[src/rtl/core/tc_pkg.sv]
// ----------------------------------------------------------------------------
// tc_pkg: shared types and constants of the tetrahedron circumcenter block
// Holds the queue depth, the multiplier chunk width, the queue status word
// and the width rules for the words that pass from the front to the back.
// ----------------------------------------------------------------------------
`default_nettype none

package tc_pkg;

    // Entries of the queue between front and back (power of two)
    localparam int QUEUE_DEPTH = 4;

    // Width of one unsigned operand slice in the multipliers
    localparam int CHUNK_W = 32;

    // Status of the queue as seen by the front and the back
    typedef struct packed {
        logic full;
        logic empty;
    } tc_qstat_t;

    // Width of the system determinant for a given coordinate width
    function automatic int tc_det_w(input int w);
        return 3 * w + 6;
    endfunction

    // Width of one Cramer numerator for a given coordinate width
    function automatic int tc_num_w(input int w);
        return 4 * w + 9;
    endfunction

    // Width of one classified word: singular, three signs, |det|, three |num|
    function automatic int tc_item_w(input int w);
        return 4 + tc_det_w(w) + 3 * tc_num_w(w);
    endfunction

endpackage

`default_nettype wire

[src/rtl/core/tc_queue.sv]
// ----------------------------------------------------------------------------
// tc_queue: short flop-based word queue between front and back; the user must
// not push when full or pop when empty, which the block does not enforce.
// ----------------------------------------------------------------------------
`default_nettype none

module tc_queue
    import tc_pkg::*;
#(
    parameter int WIDTH = 8
)
(
    input  logic             clk,
    input  logic             rst_n,
    input  logic             push,
    input  logic [WIDTH-1:0] wdata,
    input  logic             pop,
    output logic [WIDTH-1:0] rdata,
    output tc_qstat_t        qstat
);

    localparam int AW   = $clog2(QUEUE_DEPTH);
    localparam int CNTW = $clog2(QUEUE_DEPTH + 1);

    logic [WIDTH-1:0] mem_reg [QUEUE_DEPTH];
    logic [AW-1:0]    wptr_reg;
    logic [AW-1:0]    rptr_reg;
    logic [CNTW-1:0]  cnt_reg;

    // Store pushed word
    always_ff @(posedge clk)
    begin
        if (push)
        begin
            mem_reg[wptr_reg] <= wdata;
        end
    end

    // Advance pointers and fill count
    always_ff @(posedge clk or negedge rst_n)
    begin
        if (!rst_n)
        begin
            wptr_reg <= '0;
            rptr_reg <= '0;
            cnt_reg  <= '0;
        end
        else
        begin
            if (push)
            begin
                wptr_reg <= wptr_reg + AW'(1);
            end
            if (pop)
            begin
                rptr_reg <= rptr_reg + AW'(1);
            end
            case ({push, pop})
                2'b10:   cnt_reg <= cnt_reg + CNTW'(1);
                2'b01:   cnt_reg <= cnt_reg - CNTW'(1);
                default: cnt_reg <= cnt_reg;
            endcase
        end
    end

    assign rdata       = mem_reg[rptr_reg];
    assign qstat.full  = (cnt_reg == CNTW'(QUEUE_DEPTH));
    assign qstat.empty = (cnt_reg == '0);

    a_no_push_full: assert property (@(posedge clk) disable iff (!rst_n)
        qstat.full |-> !push)
        else $error("push into a full queue");

    a_no_pop_empty: assert property (@(posedge clk) disable iff (!rst_n)
        qstat.empty |-> !pop)
        else $error("pop from an empty queue");

endmodule

`default_nettype wire

[config.mk]
export PLATFORM = sky130hd
export DESIGN_NAME = tc_queue
export DESIGN_NICKNAME = d
export VERILOG_FILES = /design/src/rtl/core/tc_pkg.sv /design/src/rtl/core/tc_queue.sv
export SDC_FILE = /design/constraint.sdc
export NUM_CORES = 1
export LEC_CHECK = 0
export BUFFER_PORTS_ARGS = -buffer_cell sky130_fd_sc_hd__buf_2
export CAP_MARGIN = 5
export CORE_UTILIZATION = 45
export CTS_BUF_LIST = sky130_fd_sc_hd__clkbuf_8
export DETAILED_ROUTE_END_ITERATION = 7
export GPL_TIMING_DRIVEN = 0
export PLACE_DENSITY_LB_ADDON = 0.05
export SYNTH_ARGS = -nofsm -noshare
export SYNTH_HDL_FRONTEND = slang
export SYNTH_SLANG_ARGS = --single-unit
[constraint.sdc]
create_clock -name clk -period 1.5 [get_ports clk]
set_clock_uncertainty 0.05 [all_clocks]
set_input_delay 0.15 -clock clk [delete_from_list [all_inputs] [get_ports clk]]
set_output_delay 0.15 -clock clk [all_outputs]
set_load 0.005 [all_outputs]
==> metrics.cfg <==
[synth]
seq_area_frac_synth=0.732
synth_top_area_share=0.619
synth_edf_count=32
synth_nets=96
synthCells=78
synth_most_common_cell=edfxtp_1
synth.distinct_cells=17
syn_area_sq_um=1550
avgSynthCellArea_sq_um=19.9
ys_top_cells_by_area=edfxtp_1 62%, mux4_2 12%, dfrtp_1 11%, ha_1 4.0%, xor2_1 2.3%
yosysWarnings=0
synth-main-ff-cell=edfxtp_1
yosys.area.top_type=edfxtp_1
synth_seq_cells=39
synth_commonest_cells=32 x edfxtp_1, 8 x mux4_2, 7 x dfrtp_1, 6 x inv_1, 5 x ha_1
async_flop_share=0.179

[setup_path]
crit_path_end_kind=primary output
path_cells=buf_8 > mux4_2 > buf_6
critPathKind=reg -> out
max_stage_delay_ns=0.51
arrival_ns=1.46
crit_fanout=9
worstPathRequired_ns=1.30
slowest_stage=mux4_2
cp-start-kind=register

[layout]
fin_cells=154
drive_gt1_frac=0.409
finish.instance_area_sq_um=1880
diodes=0
layout.nets=127
largest_register_ffs=32
fillers=263
multi_input_area_sq_um=384
syn2layout_area_growth_pct=21.0
seq_area_sq_um=1140

[placed_design]
dp.cells=143
dpl.hpwl_um=1440
place_ws_ns=0.00198
dpl_cell_area_sq_um=1710
place_congestion=0.622
port_buffers=21

[sta]
worst_slack_ns=-0.158
finalHoldViolCount=0
setup_viol=8
rsz0062_at_grt=true
fmax_mhz=603
maxSlewViolCount=0
max-slew-margin-rel=0.724
post-route-min-period_ns=1.66
worstMarginPinSlew_ns=0.414
period_share=1.11
holdWs_ns=0.0161

[clock_network]
h-tree-depth=2
cts_root_buffer=clkbuf_8
clk_pin_slew_ns=0.07
cts_tree=built
numCtsBuffers=5
clock_path_buffers=2
clk_latency_ns=0.29
clock_sinks=39

[global_route]
grt_use_total=0.152
antenna_found_initial=0
overflow=0
grt_first_pass_wirelength_um=3630
grt_max_degree=13
first_global_vias=750

[routing]
drtIter0Drc=24
vias=734
drc=0
firstDrtPassIters=3
wl_per_cell_um=14.5
postRouteAntennaNets=0
wl_um=2230
via_per_inst=4.77

[run_status]
violations=setup timing
status=complete, but fails checks

[die]
pin_count=22
core_area_sq_um=3150
die_h_um=60.7
rows=20
dieWidth_um=60.7
dieArea_sq_um=3690
initial_core_util=0.492

[power_and_ir_drop]
p_leak_nw=0.733
finalPower_mw=3.51
peakVddDrop_v=0.000885
power_density_nw_per_um2=1870

[run]
maxCapViolations=0

[hold_path]
min_path_type=in -> reg

## power breakdown
part | switching [mW] | leakage, nW | internal (mW)
Sequential | 0.100 | 0.376 | 1.45
Clock | 0.344 | 0.0612 | 0.538
Combinational | 0.486 | 0.296 | 0.593
## routing by layer
| metal | vias up | global-route usage | share of wire |
|---|---|---|---|
| met1 | 356 | 0.197 | 0.46 |
| met4 | 0 | 0.0909 | 0.018 |
| met5 | - | 0 | 0 |
| li1 | 354 | - | - |
| met2 | 17 | 0.210 | 0.47 |
| met3 | 7 | 0.0704 | 0.054 |
## worst paths after layout
kind                              from           to  slack (ns)  depth (start not counted)
min in group asynchronous        rst_n   cnt_reg[1]        0.17                          2
max reg2reg                 cnt_reg[0]   cnt_reg[2]        0.12                          5
min reg2reg                 cnt_reg[2]   cnt_reg[2]        0.44                          1
max                        rptr_reg[0]     rdata[2]       -0.16                          3
max in group asynchronous        rst_n  rptr_reg[0]        1.08                          2
min                                pop  rptr_reg[0]        0.02                          2
## worst max-delay path: cells and delay by family, from the launching register on
| kind | cells | cell delay [ns] |
|---|---|---|
| mux | 1 | 0.51 |
| flops | 1 | 0.36 |
| buf+inv | 2 | 0.29 |
## kinds of logic after synthesis
family / Yosys count / synth area share
DFF: 39 / 0.732
adders and majority gates: 6 / 0.0532
AOI/OAI and AO/OA: 1 / 0.00322
and+or+nand+nor: 9 / 0.0306
muxes: 9 / 0.122
xor gates and xnor gates: 6 / 0.0338
buffers and inverters: 8 / 0.0250
## metrics by stage
step | utilization | setup TNS [ns]
finish | 0.596 | -1.17
global route | 0.596 | -1.84
CTS | 0.587 | -1.33
global placement | 0.543 | 0
detailed placement | 0.543 | 0
floorplan | - | 0
## final cells by class
| cell class | count | share of cell area |
|---|---|---|
| multi-input cells | 31 | 0.205 |
| well taps | 44 | 0.0293 |
| clock buffers | 6 | 0.0440 |
| inverters | 6 | 0.0120 |
| clock inverters | 2 | 0.0187 |
| flip-flops and latches | 39 | 0.605 |
| plain buffers | 2 | 0.0107 |
| repair buffers | 24 | 0.0759 |
## timing repair
action / CTS / global route
endpoints found under the hold margin: 7 / 0
buffers inserted: 1 / 1
setup endpoints to repair: 8 / 33
resized for setup: 1 / 6
pin swaps: 0 / 2
hold buffers: 1 / 0
## layout by cell type (no fill, tap or decap)
cell,netlist,routed
edfxtp_1,32,32
buf_2,1,20
mux4_2,8,8
dfrtp_1,7,7
inv_1,6,6
clkbuf_8,0,6
ha_1,5,5
xor2_1,4,4
and2_2,0,3
xnor2_1,2,2
nand2_1,2,2
buf_6,1,2
buf_4,0,2
buf_8,0,1
nor3_1,1,1
and2_1,4,1
and3_1,1,1
mux2i_1,1,1
o21ai_0,1,1
nor2_1,1,1
fa_2,0,1
bufinv_16,0,1
clkinv_2,0,1
dlygate4sd3_1,0,1
No activity file was read; power rests on OpenSTA's default activity.
